## config.mk

```make
export PLATFORM = sky130hd
export DESIGN_NAME = psu_fifo
export DESIGN_NICKNAME = d
export VERILOG_FILES = /design/src/psu_fifo.sv
export SDC_FILE = /design/constraint.sdc
export NUM_CORES = 1
export LEC_CHECK = 0
export ABC_AREA = 1
export BUFFER_PORTS_ARGS = -buffer_cell sky130_fd_sc_hd__buf_2
export CAP_MARGIN = 20
export CORE_ASPECT_RATIO = 2
export CORE_MARGIN = 8
export CORE_UTILIZATION = 45
export CTS_CLUSTER_DIAMETER = 80
export CTS_CLUSTER_SIZE = 24
export DETAILED_ROUTE_END_ITERATION = 6
export GPL_TIMING_DRIVEN = 0
export PLACE_DENSITY = 0.67
export SLEW_MARGIN = 20
export SYNTH_ARGS = -nofsm -noshare
export SYNTH_HDL_FRONTEND = slang
export SYNTH_SLANG_ARGS = --single-unit
```

## constraint.sdc

```tcl
create_clock -name clk -period 1.7 [get_ports clk]
set_input_delay 0 -clock clk [delete_from_list [all_inputs] [get_ports clk]]
set_output_delay 0 -clock clk [all_outputs]
set_load 0.01 [all_outputs]
```

## src/psu_fifo.sv

```systemverilog
// Small register queue with push/full and pop/valid sides.
`default_nettype none

module psu_fifo #(
	parameter int DW = 8,
	parameter int DEPTH = 4
) (
	input wire logic clk,
	input wire logic arst_n,
	input wire logic push,
	input wire logic [DW-1:0] push_data,
	output logic full,
	input wire logic pop,
	output logic [DW-1:0] pop_data,
	output logic valid
);

	localparam int PW = (DEPTH > 1) ? $clog2(DEPTH) : 1;
	localparam int CW = $clog2(DEPTH + 1);

	logic [DW-1:0] store_q [DEPTH];
	logic [PW-1:0] wr_ptr_q;
	logic [PW-1:0] rd_ptr_q;
	logic [CW-1:0] count_q;
	logic do_push;
	logic do_pop;

	assign full = (count_q == CW'(DEPTH));
	assign valid = (count_q != '0);
	assign do_push = push && !full;
	assign do_pop = pop && valid;
	assign pop_data = store_q[rd_ptr_q];

	always_ff @(posedge clk or negedge arst_n) begin
		if (!arst_n) begin
			wr_ptr_q <= '0;
			rd_ptr_q <= '0;
			count_q <= '0;
		end else begin
			if (do_push) begin
				wr_ptr_q <= (wr_ptr_q == PW'(DEPTH - 1)) ? '0 : wr_ptr_q + PW'(1);
			end
			if (do_pop) begin
				rd_ptr_q <= (rd_ptr_q == PW'(DEPTH - 1)) ? '0 : rd_ptr_q + PW'(1);
			end
			if (do_push && !do_pop) begin
				count_q <= count_q + CW'(1);
			end else if (do_pop && !do_push) begin
				count_q <= count_q - CW'(1);
			end
		end
	end

	always_ff @(posedge clk) begin
		if (do_push) begin
			store_q[wr_ptr_q] <= push_data;
		end
	end

endmodule

`default_nettype wire

```

---- Yosys cells after proc, flatten, opt, wreduce, memory -nomap -nowiden ----
Memory sizes are Yosys's and may differ from the RTL's.
Index checks and enable logic that the tools add are counted.
word-level totals
  register bits ........................... 7
  bits in writable memories ............... 32
  input port bits ......................... 12
  output and inout port bits .............. 10
  logic and storage cells ................. 26
  memories ................................ 1
memory list
  name     depth  bits a word  read ports  clocked after Yosys merged registers in  wr ports  line  RTL
  store_q  4      8            1           0                                        1         21    logic [DW-1:0] store_q [DEPTH];
cells by class
  add/subtract/negate cells ............... 4
  eq/ne operators ......................... 3
  muxes and demuxes ....................... 6
  reductions and logical operators ........ 9
operators with widths
  kind                                                                count
  3-bit two-way mux                                                   2
  2-bit by 1-bit adder with 2-bit output, second input constant       2
  2-bit == test, second input constant                                2
  1-bit logical AND                                                   4
  2-bit two-way mux                                                   2
  3-bit by 1-bit adder with 3-bit output, second input constant       1
  3-bit == test, second input constant                                1
  1-bit logical NOT                                                   3
  3-bit nonzero test                                                  1
  3-bit by 1-bit subtractor with 3-bit output, second input constant  1
  1-bit two-way mux                                                   2
  2-bit nonzero test                                                  1

---- Longest topological paths before layout ----
  depth in word-level cells ............... 7
  gate-level depth with buffers ........... 12
  gate-level depth less buffers ........... 12

---- Worst setup path before layout ----
OpenSTA, ideal clock, no wires.
  path type ............................... reg-to-reg
  from .................................... register count_q[0]
  to ...................................... register count_q[2]
  setup time .............................. 0.117 ns
  arrival time ............................ 1.532 ns
  required time ........................... 1.583 ns
  setup slack ............................. 0.051 ns
  stages on the path, launching flop included .. 11
  buffers on the path ..................... 0
  period minus slack after synthesis ...... 1.649 ns
  cells stage by stage .................... dfrtp_1 -> inv_2 -> nand3_2 -> nand2_1 -> ha_1 -> inv_1 -> fa_1 -> nand2_1 -> nand3_1 -> nand2_1 -> nand2_1
between the ends
  elaborated cells on any way between the ends .. 14
  those cells by class .................... add/sub (2); eq/ne (1); mux (2); reduce/logical (9)
RTL lines
  item                                                            line  RTL
  start, declared                                                 24    logic [CW-1:0] count_q;
  start signal, assigned                                          47    count_q <= count_q + CW'(1);
  start signal, assigned                                          49    count_q <= count_q - CW'(1);
  3-bit nonzero test *                                            29    assign valid = (count_q != '0);
  net valid                                                       15    output logic valid
  1-bit logical AND *                                             31    assign do_pop = pop && valid;
  1-bit logical NOT                                               46    if (do_push && !do_pop) begin
  1-bit logical AND                                               46
  3-bit two-way mux / 2-bit nonzero test (equally long branches)  --
Mark *: on every way through the listed nets, which the timed path passes. The rest lies on a longest branch. The select of a mux whose other input is x is not followed.
A chain may end at the register's enable or synchronous reset.

---- Worst setup path after layout ----
  from .................................... register count_q[0]
  to ...................................... register count_q[1]
between the ends
  cells in the longest elaborated chain, start to end .. 6
  elaborated cells on any way between the ends .. 14
  those cells by class .................... add/sub (2); eq/ne (1); mux (2); reduce/logical (9)
RTL lines
  item                          line  RTL
  3-bit == test *               28    assign full = (count_q == CW'(DEPTH));
  1-bit logical NOT *           30    assign do_push = push && !full;
  1-bit logical AND *           30
  net do_push                   25    logic do_push;
  1-bit logical NOT             48    end else if (do_pop && !do_push) begin
  1-bit logical AND             48
  2-bit nonzero test (no line)  --
Marked as above.

==> results.sh <==
export IMPL_mostFrequentLayoutCell="nand2_1"
export IMPL_drt_iter0_markers=38
export IMPL_rsz0062_at_grt="yes"
export IMPL_setup_violations=0
export IMPL_worstPathArrival_ns=1.81
export IMPL_hold_viol=0
export IMPL_clkSlewWorstSetupHoldPaths_ns=0.07
export IMPL_synth_area_mm2=0.00175
export IMPL_final_cell_mix="nand2_1, edfxtp_1, inv_1"
export IMPL_power_static_leakage_nw=0.972
export IMPL_clk_latency_ns=0.29
export IMPL_worstSetupStartpointType="flip-flop"
export IMPL_criticalPathCategory="flip-flop to flip-flop"
export IMPL_grt_total_usage_pct=13.0
export IMPL_maxCapViolations=0
export IMPL_yosysWarnings=0
export IMPL_numClockSinks=39
export IMPL_die_y_um=104
export IMPL_slew_violations=0
export IMPL_wirelength_mm=3.77
export IMPL_final_antenna_net_count=0
export IMPL_grt_start_max_net_pins=12
export IMPL_row_count=32
export IMPL_maximum_clock_insertion_buffer_count=2
export IMPL_vdd_ir_drop_max_v=0.00137
export IMPL_fraction_of_final_layout_cells_with_drive_strength_greater_than_1_pct=28.4
export IMPL_port_buffer_count=21
export IMPL_initial_utilization_pct=46.1
export IMPL_die_width_um=60.2
export IMPL_grtUsageMet3_pct=2.97
export IMPL_grt_util_met1_pct=10.2
export IMPL_worst_pin_slew_ns=0.499
export IMPL_antenna_cells=0
export IMPL_number_of_global_route_vias_before_repair=1360
export IMPL_die_footprint_mm2=0.00627
export IMPL_globalplace_congestion=0.737
export IMPL_grt_pass1_wl_mm=5.92
export IMPL_final_global_route_overflow_total=0
export IMPL_hold_slack_ns=0.0118
export IMPL_routedWlPerCell_um=14.9
export IMPL_synth_ff_latch_count=39
export IMPL_finalCritPeriodShare_pct=96.7
export IMPL_synth_top_cells_by_area="edfxtp_1, dfrtp_1, nand2_1"
export IMPL_final_nets=219
export IMPL_yosys_cell_types_count=17
export IMPL_worstPathMaxFanout=6
export IMPL_detail_route_vias_per_cell=4.93
export IMPL_synth_top_cell_area_share_pct=54.8
export IMPL_required_ns=1.87
export IMPL_io_pins=22
export IMPL_drt_pass1_iter_count=4
export IMPL_route_detailed_drc=0
export IMPL_cts_tree="done"
export IMPL_detailroute_via_count=1243
export IMPL_period_minus_slack_ns=1.64
export IMPL_tritoncts_num_buffers=5
export IMPL_grt_antenna_before_repair=0
export IMPL_top_usage_layer="met2"
export IMPL_skew_ns=0.00630
export IMPL_sequential_fraction_of_the_synthesis_area_pct=64.8
export IMPL_area_delta_synth_final_pct=27.4
export IMPL_clock_tree_root_cell="clkbuf_8"
export IMPL_synth_fp_nets=172
export IMPL_powerDensity_mw_per_mm2=1660
export IMPL_detailed_place_hpwl_mm=2.64
export IMPL_standard_cell_core_area_mm2=0.00380
export IMPL_synth_largest_area_cell="edfxtp_1"
export IMPL_timing_max_slew_rel_slack_pct=66.7
export IMPL_hold_path_class="input pin to flip-flop"
export IMPL_synth_cells=153
export IMPL_max_clock_freq_mhz=609
export IMPL_run_status="completed"
export IMPL_final_util_pct=58.8
export IMPL_cts_max_level=2
export IMPL_grt_util_met2_pct=25.4
export IMPL_synthesized_area_per_cell_um2=11.5
export IMPL_critPathCaptureType="flip-flop"
-- what timing repair did --
item,in CTS,in global routing
hold buffers,11,0
buffers inserted,3,5
pin swaps,3,5
resized for setup,10,8
endpoints found under the hold margin,41,0
gates cloned,0,0
endpoints found under the setup margin,34,4
-- registers in the layout, indices dropped and copies added, names as in the netlist --
signal    flops
wr_ptr_q      2
store_q      32
rd_ptr_q      2
count_q       3
-- path summary, 6_finish.rpt --
path                                        startpoint  depth (start not counted)                 endpoint  slack (ns)
worst min register to register  count_q[2]$_DFFE_PN0P_                          2   count_q[2]$_DFFE_PN0P_        0.57
worst max register to register  count_q[0]$_DFFE_PN0P_                          9   count_q[1]$_DFFE_PN0P_        0.06
min in group asynchronous                       arst_n                          2  rd_ptr_q[1]$_DFFE_PN0P_        0.08
worst max-delay path            count_q[0]$_DFFE_PN0P_                          9   count_q[1]$_DFFE_PN0P_        0.06
worst min-delay path                              push                          3  wr_ptr_q[0]$_DFFE_PN0P_        0.01
max in group asynchronous                       arst_n                          2   count_q[2]$_DFFE_PN0P_        1.44
-- worst max-delay path, stage by stage, from the launching register on --
cell and delay (ns):
dfrtp_1 0.40, inv_2 0.11, nand3_4 0.09, nand2_4 0.12
inv_4 0.04, ha_4 0.16, inv_4 0.06, fa_2 0.42
nand2_1 0.07, o21ai_1 0.06
-- area by class of cell --
class | count | area [µm²]
buffer | 5 | 50.0
clock buffer | 8 | 80.1
fill | 319 | 1570
inverter | 31 | 121
multi-input combinational | 78 | 507
sequential | 39 | 1140
tap | 51 | 63.8
timing repair buffer | 40 | 275
-- synthesized netlist by cell type --
cell,n
buf_2,1
buf_6,4
dfrtp_1,7
edfxtp_1,32
fa_1,1
ha_1,6
inv_1,26
inv_2,5
nand2_1,38
nand2_2,1
nand3_1,5
nand3_2,2
nand4_1,1
nor2_1,6
o211ai_1,16
o21ai_0,1
xnor2_1,1
-- per-layer routing --
layer  up-vias  part of all wire [%]
met4         0                   2.6
li1        599                     -
met3         8                   2.7
met2        21                    60
met1       615                    35
met5         -                     0
-- power by group --
| part | switching [W] | leakage, nW | internal, W |
|---|---|---|---|
| Sequential | 0.000114 | 0.377 | 0.00129 |
| Combinational | 0.000997 | 0.555 | 0.000721 |
| Clock | 0.000294 | 0.0395 | 0.000291 |
| Total | 0.00140 | 0.972 | 0.00230 |
-- cell families (layout without fill, tap and decap cells) --
logic type | Yosys count | in the layout | share of synthesized area [%]
AND/OR/NAND/NOR | 53 | 53 | 12.7
flip-flops | 39 | 39 | 64.8
buffers and inverters | 36 | 84 | 9.49
AO/OA/AOI/OAI | 17 | 17 | 7.13
adder cells (fa/ha/maj) | 7 | 7 | 5.42
XOR/XNOR | 1 | 1 | 0.499
-- through the flow --
stage | TNS (ns) | total power (W) | setup slack, ns | instances | area (µm²)
global route | -0.0172 | 0.00394 | -0.0112 | 252 | 2230
global placement | -0.0776 | 0.00275 | -0.0345 | 225 | 1920
floorplan | 0 | 0.00237 | 0.0513 | 153 | 1750
finish | 0 | 0.00370 | 0.0569 | 252 | 2230
detailed placement | -1.54 | 0.00287 | -0.135 | 225 | 1920
CTS | -0.0159 | 0.00360 | -0.00876 | 247 | 2170
Note: power is estimated with default switching activity, not from simulation.
