[config.mk]
export PLATFORM = sky130hd
export DESIGN_NAME = psu_front
export DESIGN_NICKNAME = d
export VERILOG_FILES = /design/src/psu_pkg.sv /design/src/psu_front.sv
export SDC_FILE = /design/constraint.sdc
export NUM_CORES = 1
export LEC_CHECK = 0
export ABC_AREA = 1
export BUFFER_PORTS_ARGS = -buffer_cell sky130_fd_sc_hd__buf_2
export CORE_MARGIN = 3
export CORE_UTILIZATION = 48
export DETAILED_ROUTE_END_ITERATION = 12
export GPL_ROUTABILITY_DRIVEN = 0
export GPL_TIMING_DRIVEN = 0
export PLACE_DENSITY_LB_ADDON = 0.1
export SLEW_MARGIN = 20
export SYNTH_ARGS = -nofsm -noshare
export SYNTH_HDL_FRONTEND = slang
export SYNTH_SLANG_ARGS = --single-unit
[constraint.sdc]
create_clock -name clk -period 2.35 [get_ports clk]
set_input_delay 0.235 -clock clk [delete_from_list [all_inputs] [get_ports clk]]
set_output_delay 0.235 -clock clk [all_outputs]
set_load 0.03 [all_outputs]
[src/psu_pkg.sv]
// Shared types, constants and prediction functions for the PNG RGB scanline unfilter.
`default_nettype none

package psu_pkg;

	localparam int PSU_MAX_WIDTH = 2048;
	localparam int PSU_REQ_DEPTH = 4;
	localparam int PSU_RES_DEPTH = 2;
	localparam int PSU_COL_W = 11;
	localparam int PSU_ROW_W = 16;
	localparam int PSU_CFG_IDX_W = 2;
	localparam int PSU_CFG_DATA_W = 16;

	localparam logic [PSU_CFG_IDX_W-1:0] REG_IMAGE_WIDTH = 2'd0;
	localparam logic [PSU_CFG_IDX_W-1:0] REG_IMAGE_HEIGHT = 2'd1;

	localparam logic [2:0] FILT_NONE = 3'd0;
	localparam logic [2:0] FILT_SUB = 3'd1;
	localparam logic [2:0] FILT_UP = 3'd2;
	localparam logic [2:0] FILT_AVG = 3'd3;
	localparam logic [2:0] FILT_PAETH = 3'd4;

	typedef struct packed {
		logic [7:0] red;
		logic [7:0] green;
		logic [7:0] blue;
		logic [2:0] filter;
		logic [PSU_COL_W-1:0] column;
		logic [PSU_ROW_W-1:0] row;
		logic last_pixel;
		logic err;
	} psu_req_t;

	typedef struct packed {
		logic [7:0] red;
		logic [7:0] green;
		logic [7:0] blue;
		logic [PSU_COL_W-1:0] column;
		logic [PSU_ROW_W-1:0] row;
		logic last_pixel;
		logic status;
	} psu_res_t;

	function automatic logic [7:0] psu_paeth(input logic [7:0] a, input logic [7:0] b,
		input logic [7:0] c);
		logic [7:0] pa;
		logic [7:0] pb;
		logic [9:0] ab;
		logic [9:0] cc;
		logic [9:0] pc;
		logic [7:0] res;
		pa = (b >= c) ? b - c : c - b;
		pb = (a >= c) ? a - c : c - a;
		ab = 10'(a) + 10'(b);
		cc = {1'b0, c, 1'b0};
		pc = (ab >= cc) ? ab - cc : cc - ab;
		if (pa <= pb && 10'(pa) <= pc) begin
			res = a;
		end else if (10'(pb) <= pc) begin
			res = b;
		end else begin
			res = c;
		end
		return res;
	endfunction

	function automatic logic [7:0] psu_predict(input logic [2:0] f, input logic [7:0] a,
		input logic [7:0] b, input logic [7:0] c);
		logic [8:0] sum;
		logic [7:0] res;
		sum = 9'(a) + 9'(b);
		case (f)
			FILT_SUB: res = a;
			FILT_UP: res = b;
			FILT_AVG: res = sum[8:1];
			FILT_PAETH: res = psu_paeth(a, b, c);
			default: res = 8'd0;
		endcase
		return res;
	endfunction

endpackage

`default_nettype wire

[src/psu_front.sv]
// Byte parser: tracks filter/channel position and row/column, issues pixel and error requests.
`default_nettype none

module psu_front
	import psu_pkg::*;
#(
	parameter int MAX_WIDTH = PSU_MAX_WIDTH
) (
	input wire logic clk,
	input wire logic arst_n,
	input wire logic push,
	input wire logic [7:0] data_byte,
	output logic full,
	input wire logic [11:0] image_width,
	input wire logic [15:0] image_height,
	output logic req_push,
	output psu_req_t req_data,
	input wire logic req_full
);

	localparam int WW = ($clog2(MAX_WIDTH + 1) > 12) ? $clog2(MAX_WIDTH + 1) : 12;

	typedef enum logic [4:0] {
		ST_FILT = 5'b00001,
		ST_RED = 5'b00010,
		ST_GREEN = 5'b00100,
		ST_BLUE = 5'b01000,
		ST_STOP = 5'b10000
	} psu_state_t;

	psu_state_t state_q;
	logic [2:0] filter_q;
	logic [7:0] red_q;
	logic [7:0] green_q;
	logic [PSU_COL_W-1:0] col_q;
	logic [PSU_ROW_W-1:0] row_q;

	logic take;
	logic bad_filter;
	logic [WW-1:0] w_ext;
	logic [WW-1:0] w_eff;
	logic [15:0] h_eff;
	logic row_end;
	logic img_end;

	assign full = req_full;
	assign take = push && !req_full;
	assign bad_filter = (data_byte > 8'(FILT_PAETH));

	always_comb begin
		w_ext = WW'(image_width);
		if (image_width == 12'd0) begin
			w_eff = WW'(1);
		end else if (w_ext > WW'(MAX_WIDTH)) begin
			w_eff = WW'(MAX_WIDTH);
		end else begin
			w_eff = w_ext;
		end
		h_eff = (image_height == 16'd0) ? 16'd1 : image_height;
		row_end = (WW'(col_q) + WW'(1)) >= w_eff;
		img_end = (17'(row_q) + 17'd1) >= {1'b0, h_eff};
	end

	always_comb begin
		req_push = 1'b0;
		req_data = '0;
		req_data.column = col_q;
		req_data.row = row_q;
		req_data.filter = filter_q;
		req_data.red = red_q;
		req_data.green = green_q;
		req_data.blue = data_byte;
		req_data.last_pixel = row_end && img_end;
		case (state_q)
			ST_FILT: begin
				req_push = take && bad_filter;
				req_data.err = 1'b1;
			end
			ST_BLUE: req_push = take;
			default: req_push = 1'b0;
		endcase
	end

	always_ff @(posedge clk or negedge arst_n) begin
		if (!arst_n) begin
			state_q <= ST_FILT;
			filter_q <= FILT_NONE;
			red_q <= '0;
			green_q <= '0;
			col_q <= '0;
			row_q <= '0;
		end else if (take) begin
			case (state_q)
				ST_FILT: begin
					if (bad_filter) begin
						state_q <= ST_STOP;
					end else begin
						filter_q <= data_byte[2:0];
						state_q <= ST_RED;
					end
				end
				ST_RED: begin
					red_q <= data_byte;
					state_q <= ST_GREEN;
				end
				ST_GREEN: begin
					green_q <= data_byte;
					state_q <= ST_BLUE;
				end
				ST_BLUE: begin
					if (row_end) begin
						col_q <= '0;
						state_q <= ST_FILT;
						row_q <= img_end ? '0 : row_q + PSU_ROW_W'(1);
					end else begin
						col_q <= col_q + PSU_COL_W'(1);
						state_q <= ST_RED;
					end
				end
				default: state_q <= ST_STOP;
			endcase
		end
	end

endmodule

`default_nettype wire

Word-level counts from Yosys, hierarchy flattened --
Cells that the tools add are included.
Storage, ports and cells: input bits 40, memory bits (read-only) 0, latch bits 0, memories 0, bits in writable memories 0, output and inout bits 58, flip-flop bits (word level) 51, logic and storage cells 40
Cells by class: eq/ne operators 4, mux-type cells 10, shift-type cells 0, bitwise gates (word level) 1, reductions and logical operators 11, divide/modulo/power cells 0, $mul 0, add/sub/neg operators 4, magnitude comparators 4
Operator list (number):
- $mux W16 | 2
- $mux W12 | 2
- $pmux W5 S4 | 1
- $add A16 B1 Y17 const B | 1
- $ge A17 B16 Y1 | 1
- $add A16 B1 Y16 const B | 1
- $logic_not A16 Y1 | 1
- $add A11 B1 Y12 const B | 1
- $ge A12 B12 Y1 | 1
- $gt A12 B12 Y1 const B | 1
- $logic_not A12 Y1 | 1
- $add A11 B1 Y11 const B | 1
- $mux W11 | 1
- $gt A8 B3 Y1 const B | 1
- $reduce_and A2 Y1 | 3
- $reduce_and A3 Y1 | 2
- $eq A5 B1 Y1 const B | 1
- $eq A5 B2 Y1 const B | 1
- $eq A5 B3 Y1 const B | 1
- $eq A5 B4 Y1 const B | 1
- $mux W5 | 1
- $logic_and A1 B1 Y1 | 3
- $mux W2 | 1
- $pmux W1 S2 | 1
- 3 further kinds | 3

Longest topological paths before layout --
Gate-level depths: netlist of run 1.
word-level depth 6, gate-level depth with buffers 20

Worst setup path before layout of run 1 --
Ideal clock, no wire load.
path kind reg-to-output, from reg row_q[0], to out req_data[1] (netlist name), required time 2.115 ns, arrival 2.934 ns, setup slack -0.819 ns, stages on the path, launching flop included 17, path through dfrtp_1 ha_1 nand2_1 nor2_4 nand2_2 nor3_1 xor2_1 inv_1 ha_1 nand2_1 nor3_1 and2_1 nand2_1 nand2_2 nor2_4 buf_6 nor2_1
RTL lines:
- from (decl) | line psu_front.sv:36 | logic [PSU_ROW_W-1:0] row_q;
- from (signal assigned) | line psu_front.sv:114 | row_q <= img_end ? '0 : row_q + PSU_ROW_W'(1);
- to (decl) | line psu_front.sv:17 | output psu_req_t req_data,

==> results of run 1 <==
## per-stage QoR
step	TNS [ns]	power [mW]	util (%)	setup WS (ns)	area (sq um)
floorplan	-4.841	1.275	-	-0.3649	3691
global placement	-8.624	1.418	58.97	-0.6232	4300
CTS	-8.586	2.011	66.88	-0.6902	4877
detailed placement	-10.26	1.433	59.01	-0.6592	4303
global route	-19.79	2.142	68.45	-0.8882	4991
finish	-13.30	2.020	68.45	-0.7325	4991
## power groups by stage
stage | sequential (mW) | clock, mW | combinational [mW]
after detailed placement | 0.973 | 0 | 0.460
final | 0.952 | 0.531 | 0.537
after global routing | 0.958 | 0.585 | 0.599
after global placement | 0.973 | 0 | 0.445
after CTS | 0.951 | 0.551 | 0.509
after floorplan | 1.05 | 0 | 0.229
## state kept, by name, indices dropped and copies added, names as in the netlist
register	cells
col_q	11
filter_q	3
green_q	8
red_q	8
row_q	16
state_q	5
## cells by family (layout without fill, tap and decap cells)
logic type               Yosys count  count (layout)  synth area share (%)
AND/OR/NAND/NOR                  235             235                 29.86
buffers and inverters             82             222                 10.76
flip-flops                        51              51                 35.33
AO/OA/AOI/OAI                     50              50                 8.374
adder cells (fa/ha/maj)           30              30                 10.38
XOR/XNOR                          21              21                 5.294
## Yosys cell counts, types with 3 or more instances
| library cell | count | area [sq um] |
|---|---|---|
| sky130_fd_sc_hd__xor2_1 | 13 | 113.9 |
| sky130_fd_sc_hd__nor2_2 | 3 | 18.77 |
| sky130_fd_sc_hd__buf_4 | 9 | 67.56 |
| sky130_fd_sc_hd__inv_1 | 61 | 229.0 |
| sky130_fd_sc_hd__nor2_1 | 26 | 97.59 |
| sky130_fd_sc_hd__nand3_1 | 31 | 155.2 |
| sky130_fd_sc_hd__nand2_2 | 5 | 31.28 |
| sky130_fd_sc_hd__xnor2_1 | 7 | 61.31 |
| sky130_fd_sc_hd__nand2_1 | 140 | 525.5 |
| sky130_fd_sc_hd__nor2_4 | 5 | 56.30 |
| sky130_fd_sc_hd__a21oi_1 | 9 | 45.04 |
| sky130_fd_sc_hd__nand4_1 | 5 | 31.28 |
| sky130_fd_sc_hd__nor3_1 | 8 | 40.04 |
| sky130_fd_sc_hd__buf_6 | 3 | 33.78 |
| sky130_fd_sc_hd__o21ai_2 | 7 | 61.31 |
| sky130_fd_sc_hd__dfrtp_1 | 50 | 1251 |
| sky130_fd_sc_hd__ha_1 | 30 | 375.4 |
| sky130_fd_sc_hd__nor4_1 | 4 | 25.02 |
| sky130_fd_sc_hd__o21ai_0 | 25 | 125.1 |
## layout by cell type (no fill, tap or decap), types with 3 or more instances in the layout
| cell | n |
|---|---|
| sky130_fd_sc_hd__inv_1 | 60 |
| sky130_fd_sc_hd__o21ai_0 | 22 |
| sky130_fd_sc_hd__nor2_4 | 7 |
| sky130_fd_sc_hd__dfrtp_1 | 40 |
| sky130_fd_sc_hd__buf_6 | 15 |
| sky130_fd_sc_hd__a21oi_1 | 8 |
| sky130_fd_sc_hd__nor3_1 | 6 |
| sky130_fd_sc_hd__o21ai_2 | 9 |
| sky130_fd_sc_hd__buf_12 | 3 |
| sky130_fd_sc_hd__nand4_1 | 5 |
| sky130_fd_sc_hd__nand3_1 | 15 |
| sky130_fd_sc_hd__xnor2_1 | 7 |
| sky130_fd_sc_hd__nand2_4 | 3 |
| sky130_fd_sc_hd__nor4_1 | 4 |
| sky130_fd_sc_hd__nor2_2 | 7 |
| sky130_fd_sc_hd__nand2_2 | 19 |
| sky130_fd_sc_hd__dfrtp_2 | 10 |
| sky130_fd_sc_hd__nor2_1 | 20 |
| sky130_fd_sc_hd__nor3_4 | 3 |
| sky130_fd_sc_hd__xor2_1 | 10 |
| sky130_fd_sc_hd__inv_2 | 3 |
| sky130_fd_sc_hd__buf_2 | 96 |
| sky130_fd_sc_hd__ha_1 | 27 |
| sky130_fd_sc_hd__buf_4 | 30 |
| sky130_fd_sc_hd__nand2_1 | 123 |
| sky130_fd_sc_hd__clkbuf_8 | 6 |
| sky130_fd_sc_hd__ha_4 | 3 |
| sky130_fd_sc_hd__nand3_2 | 16 |
## worst paths after layout
kind,slack (ns),startpoint,end
setup / recovery,-0.73,row_q[1],req_data[1]
hold / removal,0.21,data_byte[4],green_q[4]
setup reg to reg,-0.47,col_q[2],col_q[0]
hold reg to reg,0.49,red_q[3],red_q[3]
max in group asynchronous,1.37,arst_n,col_q[6]
min in group asynchronous,0.50,arst_n,red_q[3]
## worst reg2reg max path, cell delays in order (launching register included)
cell	delay, ns
sky130_fd_sc_hd__dfrtp_2	0.42
sky130_fd_sc_hd__nand3_2	0.13
sky130_fd_sc_hd__nor3_4	0.15
sky130_fd_sc_hd__nand3_2	0.11
sky130_fd_sc_hd__nor2_2	0.11
sky130_fd_sc_hd__nand2_1	0.08
sky130_fd_sc_hd__nand2_1	0.07
sky130_fd_sc_hd__nand2_1	0.09
sky130_fd_sc_hd__ha_1	0.34
sky130_fd_sc_hd__nand2_1	0.08
sky130_fd_sc_hd__nor2_2	0.15
sky130_fd_sc_hd__nand2_1	0.06
sky130_fd_sc_hd__nor2_1	0.09
sky130_fd_sc_hd__nand2_1	0.09
sky130_fd_sc_hd__nand4_4	0.08
sky130_fd_sc_hd__buf_4	0.12
sky130_fd_sc_hd__buf_6	0.12
sky130_fd_sc_hd__buf_12	0.10
sky130_fd_sc_hd__nor2_4	0.04
sky130_fd_sc_hd__buf_6	0.13
sky130_fd_sc_hd__o21a_1	0.16
## metal layers
metal / track usage [%] / share of wire (%) / up-vias
met5: 0 / 0 / -
li1: - / - / 1780
met1: 30.75 / 46 / 1633
met3: 3.493 / 4.8 / 4
met4: 4.029 / 0.44 / 0
met2: 38.15 / 49 / 76
## area by class of cell
| cell class | count | area share (%) |
|---|---|---|
| multi-input combinational | 336 | 44.72 |
| sequential | 51 | 25.85 |
| timing repair buffer | 132 | 16.95 |
| inverter | 65 | 5.089 |
| buffer | 17 | 3.008 |
| tap | 99 | 2.482 |
| clock buffer | 7 | 1.730 |
| clock inverter | 1 | 0.1755 |
## timing repair
action	4_1_cts	5_1_grt
hold endpoints to repair	50	0
buffers inserted	25	5
cloned	4	0
endpoints found under the setup margin	30	30
pin swaps	35	10
resized for setup	59	13
hold buffers	1	0
==> out/qor.tcl, run 1 <==
set qor(detailed_placement_hpwl_um) 6657
set qor(synthesis.yosys.warnings) 0
set qor(synth_top_flop_cell) {sky130_fd_sc_hd__dfrtp_1}
set qor(register_cell_area_after_layout_sq_um) 1290
set qor(netSwitchingPower_mw) 0.6519
set qor(crit_path_top_delay_cell) {sky130_fd_sc_hd__dfrtp_2}
set qor(setup_repair_after_global_routing_missed_its_margin) {true}
set qor(cp_slowest_stage_delay_ns) 0.42
set qor(multiInputGateArea_sq_um) 2232
set qor(synthesis.area_sq_um) 3616
set qor(route.final.wire_length_um) 9361
set qor(floorplan.die_area_sq_um) 8611
set qor(number_of_buffer_and_inverter_stages_on_the_critical_path) 4
set qor(vias_per_cell) 4.934
set qor(r2r_cells) 20
set qor(largest_net_degree_at_the_start_of_global_routing) 52
set qor(insertedDiodeCount) 0
set qor(family_with_the_most_delay_on_the_worst_path) {simple AND/OR/NAND/NOR gates}
set qor(nets) 678
set qor(start_util_pct) 49.59
set qor(count_of_unique_library_cells_instantiated_by_yosys) 42
set qor(hold_path.class) {input pin to register}
set qor(seqPwrFrac_pct) 47.1
set qor(clk_pwr_share_pct) 26.3
set qor(global_route.usage.total_pct) 22.50
set qor(post_route_cells_drive_above_1_share_pct) 40.72
set qor(endpoint_kind) {output port}
set qor(result_of_the_run) {complete, but fails checks}
set qor(criticalPathCategory) {register to output port}
set qor(synth.ff_latch_count) 51
set qor(p_int_mw) 1.368
set qor(hold_viol) 0
set qor(fmaxAchievable_ghz) 0.3244
set qor(maxSlewViolCount) 0
set qor(final_count_of_negative_setup_slack_endpoints) 30
set qor(worst-endpoint-arrival_ns) 2.85
set qor(fp-row-count) 31
set qor(critical-path-top-cell-by-count) {sky130_fd_sc_hd__nand2_1}
set qor(syn2layout_area_growth_pct) 38.03
set qor(postSynthNetCount) 539
set qor(detailedRoute.firstPassIterationCount) 4
set qor(post_layout_nonfiller_instances) 708
set qor(die_h_um) 92.80
set qor(dieWidth_um) 92.80
set qor(tritoncts_clock_tree) {yes}
set qor(filler_cell_count) 649
set qor(clkSlewWorstSetupHoldPaths_ns) 0.09
set qor(synth-edff-count) 0
set qor(holdWs_ns) 0.2062
set qor(max-cap-violations) 0
set qor(clock_tree.htree_level_count) 2
set qor(cts-buffers-inserted) 5
set qor(clock_path_buffers) 2
set qor(slew_of_the_pin_with_the_lowest_slew_margin_ns) 0.6480
set qor(insertion_delay_to_the_later_sink_of_the_worst_skew_pair_ns) 0.30
set qor(worst-path-stages) 19
set qor(place.detailed.instances) 665
set qor(power.combinational.fraction_pct) 26.6
set qor(design.portCount) 98
set qor(min_path_cells) 3
set qor(postRouteAntennaNets) 0
set qor(crit_path_cell_trace) {ha_4 > nand2_2 > nor2_4 > buf_4 > nand3_1 > xnor2_1 > ha_1 > nand2_1 > nor2_1 > nand2_1 > nor2_2 > nand2_1 > nand3_1 > nand2_1 > inv_1 > nor2_4 > buf_6 > nor2_4 > buf_6}
set qor(drtIter0Drc) 119
set qor(synth_cells) 469
set qor(max_transition_margin_pct) 56.80
set qor(avgRoutedWirePerCell_um) 13.22
set qor(async_set_reset_flop_share_out_of_synthesis_pct) 100.0
set qor(grt_overflow) 0
set qor(worst_ep_required_time_ns) 2.12
set qor(avgSynthCellArea_sq_um) 7.710
set qor(failed_checks) {negative setup slack}
set qor(clock-skew-final_ns) 0.009507
set qor(cts_root_buffer) {sky130_fd_sc_hd__clkbuf_8}
set qor(ir_drop_mv) 0.3235
set qor(grt_antenna_before_repair) 0
set qor(floorplan.core_area_sq_um) 7292
set qor(finalWorstPathRequiredPeriod_ns) 3.082
set qor(finalWorstSetupSlack_ns) -0.7325
set qor(critPathLaunchType) {register}
set qor(share_of_the_clock_period_used_by_the_worst_path_after_layout_pct) 131.2
set qor(placement.io_buffers) 97
set qor(leakage_nw) 2.787
set qor(grt_pass1_wl_um) 15880
set qor(numClockSinks) 51
set qor(via_count_of_the_first_global_routing_pass) 3457
set qor(power_density_nw_per_um2) 404.7
set qor(sw_frac_of_total_pct) 32.27
set qor(synth_sequential_area_ratio_pct) 35.33
set qor(vias) 3493
set qor(drc) 0
set qor(cp_max_fo) 3
Note: power is estimated with default switching activity, not from simulation.
==> run 2, diff against run 1 <==
ABC_AREA = unset   (was 1)
==> run 2 against run 1 <==
The flow still finishes with violations (negative setup slack). Via count fell by 1.6%. Die area fell by 2.1%. Synthesized area fell by 2.2%. Global-route usage rose by 0.33 points. Largest cell class unchanged. Largest power group unchanged.
==> out/qor.tcl, run 2 <==
set qor(result_of_the_run) {complete, but fails checks}
set qor(failed_checks) {negative setup slack}
set qor(filler_cell_count) 578 ;# -11%
set qor(start_util_pct) 50.65 ;# +1.1 points
set qor(post_layout_nonfiller_instances) 639 ;# -9.7%
set qor(floorplan.die_area_sq_um) 8432 ;# -2.1%
set qor(cp_max_fo) 3 ;# unchanged
set qor(hold_path.class) {input pin to register}
set qor(insertedDiodeCount) 0 ;# unchanged
set qor(final_count_of_negative_setup_slack_endpoints) 30 ;# unchanged
set qor(ir_drop_mv) 0.2126 ;# -34%
set qor(drtIter0Drc) 78 ;# -34%
set qor(synthesis.area_sq_um) 3536 ;# -2.2%
set qor(insertion_delay_to_the_later_sink_of_the_worst_skew_pair_ns) 0.31 ;# about the same
set qor(design.portCount) 98 ;# unchanged
set qor(synth.most_common_cell) {sky130_fd_sc_hd__nand2_1}
set qor(worst-endpoint-arrival_ns) 3.17 ;# +0.32 ns
set qor(vias_per_cell) 5.380 ;# +9.1%
set qor(avgRoutedWirePerCell_um) 15.06 ;# +14%
set qor(register_cell_area_after_layout_sq_um) 1296 ;# +0.48%
set qor(route.final.wire_length_um) 9623 ;# +2.8%
set qor(synthesis.yosys.warnings) 0 ;# unchanged
set qor(avgSynthCellArea_sq_um) 8.997 ;# +17%
set qor(largest_net_degree_at_the_start_of_global_routing) 52 ;# unchanged
set qor(die_h_um) 91.83 ;# -1.0%
set qor(endpoint_kind) {output port}
set qor(floorplan.core_area_sq_um) 6982 ;# -4.3%
set qor(maxSlewViolCount) 0 ;# unchanged
set qor(criticalPathCategory) {register to output port}
set qor(synth_top_area_share_pct) 35.39 ;# +0.78 points
set qor(detailedRoute.firstPassIterationCount) 4 ;# unchanged
set qor(via_count_of_the_first_global_routing_pass) 3431 ;# -0.75%
set qor(fmaxAchievable_ghz) 0.2941 ;# -9.3%
set qor(detailedPlace.worstSlack_ns) -1.046 ;# -0.3866 ns
set qor(finalWorstSetupSlack_ns) -1.050 ;# -0.3179 ns
set qor(layout.cells.most_common_list) {sky130_fd_sc_hd__buf_2, sky130_fd_sc_hd__buf_4, sky130_fd_sc_hd__nand2_1}
set qor(grt_overflow) 0 ;# unchanged
set qor(share_of_the_clock_period_used_by_the_worst_path_after_layout_pct) 144.7 ;# +14 points
set qor(synth.ff_latch_count) 51 ;# unchanged
set qor(postRouteAntennaNets) 0 ;# unchanged
set qor(critPathLaunchType) {register}
set qor(global_route.usage.total_pct) 22.84 ;# +0.33 points
set qor(vias) 3438 ;# -1.6%
set qor(slew_of_the_pin_with_the_lowest_slew_margin_ns) 0.6463 ;# -0.001712 ns
set qor(leakage_nw) 2.642 ;# -5.2%
set qor(count_of_unique_library_cells_instantiated_by_yosys) 51 ;# +21%
set qor(multiInputGateArea_sq_um) 2392 ;# +7.2%
set qor(placement.io_buffers) 97 ;# unchanged
set qor(hold_viol) 0 ;# unchanged
set qor(finalWorstPathRequiredPeriod_ns) 3.400 ;# +0.3179 ns
set qor(synth_top_flop_cell) {sky130_fd_sc_hd__dfrtp_1}
set qor(largest_register_ff_count) 16 ;# unchanged
set qor(setup-tns-final_ns) -17.84 ;# -4.533 ns
set qor(postSynthNetCount) 463 ;# -14%
set qor(synth-edff-count) 0 ;# unchanged
set qor(cts_root_buffer) {sky130_fd_sc_hd__clkbuf_8}
set qor(synth_sequential_area_ratio_pct) 36.13 ;# +0.80 points
set qor(drc) 0 ;# unchanged
set qor(power_density_nw_per_um2) 317.1 ;# -22%
set qor(p_total_mw) 1.600 ;# -21%
set qor(fp-row-count) 30 ;# -3.2%
set qor(synth.area.top_cells) {sky130_fd_sc_hd__dfrtp_1, sky130_fd_sc_hd__ha_1, sky130_fd_sc_hd__mux2_2, sky130_fd_sc_hd__nand2_1, sky130_fd_sc_hd__o21ai_0}
set qor(cts-buffers-inserted) 5 ;# unchanged
set qor(clkSlewWorstSetupHoldPaths_ns) 0.11 ;# +0.02 ns
set qor(async_set_reset_flop_share_out_of_synthesis_pct) 100.0 ;# unchanged
set qor(dieWidth_um) 91.83 ;# -1.0%
set qor(nets) 612 ;# -9.7%
set qor(grt_antenna_before_repair) 0 ;# unchanged
set qor(syn2layout_area_growth_pct) 42.68
set qor(mostFrequentLayoutCell) {sky130_fd_sc_hd__buf_2}
set qor(synth_cells) 393 ;# -16%
set qor(clock_tree.htree_level_count) 2 ;# unchanged
set qor(max_transition_margin_pct) 56.91 ;# +0.11 points
set qor(synth.cells.most_frequent) {sky130_fd_sc_hd__nand2_1, sky130_fd_sc_hd__dfrtp_1, sky130_fd_sc_hd__ha_1}
set qor(detailed_placement_hpwl_um) 6835 ;# +2.7%
set qor(clock_path_buffers) 2 ;# unchanged
set qor(place.detailed.instances) 586 ;# -12%
set qor(top_register_by_number_of_flip_flops) {row_q}
set qor(post_route_cells_drive_above_1_share_pct) 49.17 ;# +8.4 points
set qor(worst_ep_required_time_ns) 2.12 ;# about the same
set qor(largest_registers) {row_q: 16 flops, col_q: 11 flops}
set qor(tritoncts_clock_tree) {yes}
set qor(clock-skew-final_ns) 0.01027 ;# +0.0007674 ns
set qor(grt_pass1_wl_um) 15750 ;# -0.87%
set qor(setup_repair_after_global_routing_missed_its_margin) {true}
set qor(numClockSinks) 51 ;# unchanged
set qor(yosysTopAreaCell) {sky130_fd_sc_hd__dfrtp_1}
set qor(max-cap-violations) 0 ;# unchanged
-- run 2: changes by cell type in the layout (fill, tap and decap cells not counted), sizes merged, moves of 7 or more --
cell / before / now
a22o: 0 / 7
mux2: 0 / 20
nand3: 31 / 20
nand2: 146 / 60
o21ai: 33 / 22
inv: 65 / 23
buf: 146 / 157
-- run 2: final timing paths --
check                             start     endpoint  slack [ns]  cells past startpoint
min in group asynchronous        arst_n     red_q[6]        0.49                      2
setup / recovery               row_q[0]  req_data[1]       -1.05                     15
setup reg to reg               row_q[0]    row_q[13]       -1.02                     17
hold reg to reg              green_q[6]   green_q[6]        0.51                      1
hold / removal             data_byte[3]     red_q[3]        0.19                      2
max in group asynchronous        arst_n     col_q[4]        1.38                      2
-- run 2: metal layers --
layer	GRT usage (%)	vias to the layer above	routed length (um)
li1	-	1676	-
met1	26.65	1638	3872
met2	42.54	106	5050
met3	4.102	18	501
met4	6.436	0	199
met5	0	-	0
-- run 2: cell families after synthesis --
| family | share of synthesized area [%] |
|---|---|
| XOR/XNOR | 5.945 |
| AND/OR/NAND/NOR | 22.15 |
| adder cells (fa/ha/maj) | 10.62 |
| multiplexers | 6.370 |
| flip-flops | 36.13 |
| AO/OA/AOI/OAI | 12.07 |
| buffers and inverters | 6.723 |
-- run 2: repair_timing --
action,CTS,global route
gates cloned,1,0
buffers inserted,33,14
pin swaps,28,27
gates resized for setup,29,22
endpoints found under the hold margin,50,0
setup endpoints to repair,30,31
hold buffers,1,0
-- run 2: area by class of cell --
type | count | share of cell area, %
inverter | 22 | 1.637
tap | 96 | 2.381
sequential | 51 | 25.69
clock inverter | 3 | 0.4712
buffer | 19 | 2.852
multi-input combinational | 297 | 47.42
timing repair buffer | 146 | 18.18
clock buffer | 5 | 1.364
-- run 2: worst max-delay path, stage by stage (launching register included) --
cell and delay, ns:
sky130_fd_sc_hd__dfrtp_2 0.41, sky130_fd_sc_hd__ha_4 0.15, sky130_fd_sc_hd__inv_2 0.04, sky130_fd_sc_hd__or2_4 0.24, sky130_fd_sc_hd__nor3_4 0.17, sky130_fd_sc_hd__and3_4 0.24, sky130_fd_sc_hd__xnor2_4 0.13, sky130_fd_sc_hd__inv_2 0.06
sky130_fd_sc_hd__ha_4 0.26, sky130_fd_sc_hd__nand4_1 0.17, sky130_fd_sc_hd__buf_4 0.18, sky130_fd_sc_hd__or3_4 0.33, sky130_fd_sc_hd__o22ai_4 0.15, sky130_fd_sc_hd__nor2_4 0.06, sky130_fd_sc_hd__nor2_4 0.14, sky130_fd_sc_hd__buf_6 0.14
-- run 2: through the flow --
| stage | hold WS, ns | area (sq um) | util [%] |
|---|---|---|---|
| after CTS | 0.1876 | 4881 | 69.91 |
| final | 0.1918 | 5045 | 72.26 |
| after global routing | 0.1840 | 5045 | 72.26 |
| after floorplan | -0.06059 | 3761 | - |
| after detailed placement | 0.3088 | 4369 | 62.58 |
| after global placement | 0.4797 | 4367 | 62.54 |
-- run 2: power by group --
| part | internal, mW | switching, mW | total [mW] | leakage, nW |
|---|---|---|---|---|
| Sequential | 0.877 | 0.0000000362 | 0.877 | 0.671 |
| Combinational | 0.0788 | 0.110 | 0.188 | 1.93 |
| Clock | 0.216 | 0.318 | 0.534 | 0.0461 |
| Total | 1.17 | 0.428 | 1.60 | 2.64 |
==> run 3, diff against run 2 <==
CORE_MARGIN = unset   (was 3)
==> run 3 against run 2 <==
The run still ends with negative setup slack left. Clock skew down 0.0048 ns. Fmax fell by 0.21%. Clock power shrank 4%. Register-to-register slack worse by 0.04 ns. Hold slack better by 0.0072 ns. Cell count is 2.3% higher. Largest power group unchanged.
==> out/qor.tcl, run 3 (synthesized netlist as in run 2, its figures left out) <==
set qor(result_of_the_run) {complete, but fails checks}
set qor(failed_checks) {negative setup slack}
set qor(grt_pass1_wl_um) 14930 ;# -5.2%
set qor(clock-skew-final_ns) 0.005509 ;# -0.004766 ns
set qor(numClockSinks) 51 ;# unchanged
set qor(critPathLaunchType) {register}
set qor(top_register_by_number_of_flip_flops) {row_q}
set qor(max_transition_margin_pct) 56.65 ;# -0.26 points
set qor(insertion_delay_to_the_later_sink_of_the_worst_skew_pair_ns) 0.31 ;# about the same
set qor(clock_tree.htree_level_count) 2 ;# unchanged
set qor(route.final.wire_length_um) 9877 ;# +2.6%
set qor(worst_ep_required_time_ns) 2.55 ;# +0.43 ns
set qor(multiInputGateArea_sq_um) 2459 ;# +2.8%
set qor(hold_viol) 0 ;# unchanged
set qor(setup_repair_after_global_routing_missed_its_margin) {true}
set qor(share_of_the_clock_period_used_by_the_worst_path_after_layout_pct) 145.0 ;# +0.30 points
set qor(cp_max_fo) 6 ;# +3
set qor(cp-startpoint) {row_q[4]}
set qor(tritoncts_clock_tree) {yes}
set qor(insertedDiodeCount) 0 ;# unchanged
set qor(power.combinational.fraction_pct) 12.3 ;# +0.5 points
set qor(layout.cells.most_common_list) {sky130_fd_sc_hd__buf_2, sky130_fd_sc_hd__buf_4, sky130_fd_sc_hd__nand2_1}
set qor(fmaxAchievable_ghz) 0.2935 ;# -0.21%
set qor(power_density_nw_per_um2) 302.2 ;# -4.7%
set qor(slew_of_the_pin_with_the_lowest_slew_margin_ns) 0.6502 ;# +0.003869 ns
set qor(start_util_pct) 50.92 ;# +0.27 points
set qor(floorplan.die_area_sq_um) 7713 ;# -8.5%
set qor(cts-buffers-inserted) 5 ;# unchanged
set qor(ir_drop_mv) 0.2517 ;# +18%
set qor(worst-endpoint-arrival_ns) 3.61 ;# +0.44 ns
set qor(detailedRoute.firstPassIterationCount) 4 ;# unchanged
set qor(cts_root_buffer) {sky130_fd_sc_hd__clkbuf_8}
set qor(post_route_cells_drive_above_1_share_pct) 52.33 ;# +3.2 points
set qor(vias) 3478 ;# +1.2%
set qor(register_cell_area_after_layout_sq_um) 1295 ;# about the same
set qor(nets) 627 ;# +2.5%
set qor(cp-endpoint) {row_q[9]}
set qor(placement.io_buffers) 97 ;# unchanged
set qor(avgRoutedWirePerCell_um) 15.10 ;# +0.29%
set qor(grt_antenna_before_repair) 0 ;# unchanged
set qor(r2r_path_end) {row_q[9]}
set qor(p_total_mw) 1.586 ;# -0.87%
set qor(vias_per_cell) 5.318 ;# -1.2%
set qor(hold_path.class) {input pin to register}
set qor(fin_util_pct) 75.55 ;# +3.3 points
set qor(max-cap-violations) 0 ;# unchanged
set qor(seqPwrFrac_pct) 55.3 ;# +0.5 points
set qor(criticalPathCategory) {register to register}
set qor(finalWorstPathRequiredPeriod_ns) 3.407 ;# +0.007100 ns
set qor(crit_path_cell_trace) {nand4_4 > or2_1 > nor3_4 > and3_4 > xnor2_4 > inv_2 > ha_4 > nand4_1 > nor4_2 > a211oi_2 > o22ai_4 > buf_4 > buf_6 > nor3_4 > buf_4 > a221o_1}
set qor(regToRegStartpoint) {row_q[4]}
set qor(grt_overflow) 0 ;# unchanged
set qor(dieWidth_um) 87.83 ;# -4.4%
set qor(largest_net_degree_at_the_start_of_global_routing) 52 ;# unchanged
set qor(drc) 0 ;# unchanged
set qor(maxSlewViolCount) 0 ;# unchanged
set qor(drtIter0Drc) 117 ;# +50%
set qor(r2r_cells) 16 ;# -1
set qor(fp-row-count) 30 ;# unchanged
set qor(setup-tns-final_ns) -18.52 ;# -0.6835 ns
set qor(crit_path_top_delay_cell) {sky130_fd_sc_hd__dfrtp_2}
set qor(clkSlewWorstSetupHoldPaths_ns) 0.10 ;# about the same
set qor(final_count_of_negative_setup_slack_endpoints) 30 ;# unchanged
set qor(die_h_um) 87.83 ;# -4.4%
set qor(global_route.usage.total_pct) 24.95 ;# +2.1 points
set qor(syn2layout_area_growth_pct) 48.37
set qor(postRouteAntennaNets) 0 ;# unchanged
set qor(endpoint_kind) {register}
set qor(cp_slowest_stage_delay_ns) 0.45 ;# +0.04 ns
set qor(via_count_of_the_first_global_routing_pass) 3233 ;# -5.8%
set qor(detailed_placement_hpwl_um) 6549 ;# -4.2%
set qor(finalWorstSetupSlack_ns) -1.057 ;# -0.007100 ns
set qor(p_int_mw) 1.166 ;# -0.42%
set qor(clock_path_buffers) 2 ;# unchanged
set qor(netSwitchingPower_mw) 0.4192 ;# -2.1%
set qor(leakage_nw) 2.768 ;# +4.8%
set qor(filler_cell_count) 502 ;# -13%
set qor(sw_frac_of_total_pct) 26.44 ;# -0.33 points
set qor(floorplan.core_area_sq_um) 6944 ;# -0.54%
set qor(design.portCount) 98 ;# unchanged
set qor(mostFrequentLayoutCell) {sky130_fd_sc_hd__buf_2}
set qor(largest_registers) {row_q: 16 flops, col_q: 11 flops}
set qor(worst-r2r-setup-slack_ns) -1.06 ;# -0.04 ns
set qor(clk_pwr_share_pct) 32.4 ;# -1.0 points
set qor(largest_register_ff_count) 16 ;# unchanged
==> run 3: cell count changes in the layout (fill, tap and decap cells not counted), sizes merged <==
cell,delta
buf,+15
clkinvlp,+1
inv,-1
==> run 3: layer usage <==
| layer | vias up | wire, um | GRT usage (%) |
|---|---|---|---|
| met5 | - | 0 | 0 |
| met4 | 0 | 327 | 9.687 |
| met3 | 21 | 354 | 3.393 |
| met2 | 86 | 5248 | 45.88 |
| met1 | 1673 | 3947 | 29.24 |
| li1 | 1698 | - | - |
==> run 3: worst max-delay path, delay by kind of cell, from the launching register on <==
kind	cells	cell delay (ns)
XOR/XNOR	1	0.13
flip-flops	1	0.45
AND/OR/NAND/NOR	7	1.31
adder cells (fa/ha/maj)	1	0.27
buffers and inverters	4	0.51
AO/OA/AOI/OAI	3	0.61
==> run 3: final cells by class <==
cell class / count / area share, %
Timing Repair Buffer: 160 / 19.77
Multi-Input combinational cell: 297 / 46.86
Buffer: 20 / 3.077
Clock inverter: 3 / 0.3816
Inverter: 22 / 1.622
Sequential cell: 51 / 24.68
Tap cell: 96 / 2.290
Clock buffer: 5 / 1.312
==> run 3: through the flow <==
stage          worst slack (ns)  hold slack, ns  instances  area, sq um
6_report                 -1.057          0.1990        654         5246
2_1_floorplan           -0.8148        -0.06059        393         3761
5_1_grt                  -1.201          0.1916        654         5246
3_3_place_gp             -1.012          0.4799        586         4367
4_1_cts                  -1.095          0.1882        637         4949
3_5_place_dp             -1.071          0.3035        586         4369
==> run 3: timing repair <==
item                                    in CTS  in global routing
setup buffers                               42                 21
resized for setup                           36                 35
endpoints found under the setup margin      30                 31
pin swaps                                   27                 35
cloned                                       1                  0
hold endpoints to repair                    50                  0
hold buffers                                 1                  0
==> run 3: power groups by stage <==
stage / registers, mW / logic, mW / clock network (mW)
finish: 0.877 / 0.195 / 0.514
global route: 0.877 / 0.215 / 0.569
CTS: 0.877 / 0.187 / 0.528
detailed placement: 0.894 / 0.169 / 0
global placement: 0.894 / 0.165 / 0
floorplan: 0.894 / 0.0874 / 0
==> run 3: worst min path at each step <==
stage | from | to | cells after the start
global route | data_byte[3] | red_q[3] | 2
floorplan | arst_n | col_q[0] | 0
global placement | state_q[0] | state_q[0] | 2
finish | data_byte[4] | green_q[4] | 2
detailed placement | arst_n | green_q[3] | 1
CTS | data_byte[4] | green_q[4] | 2
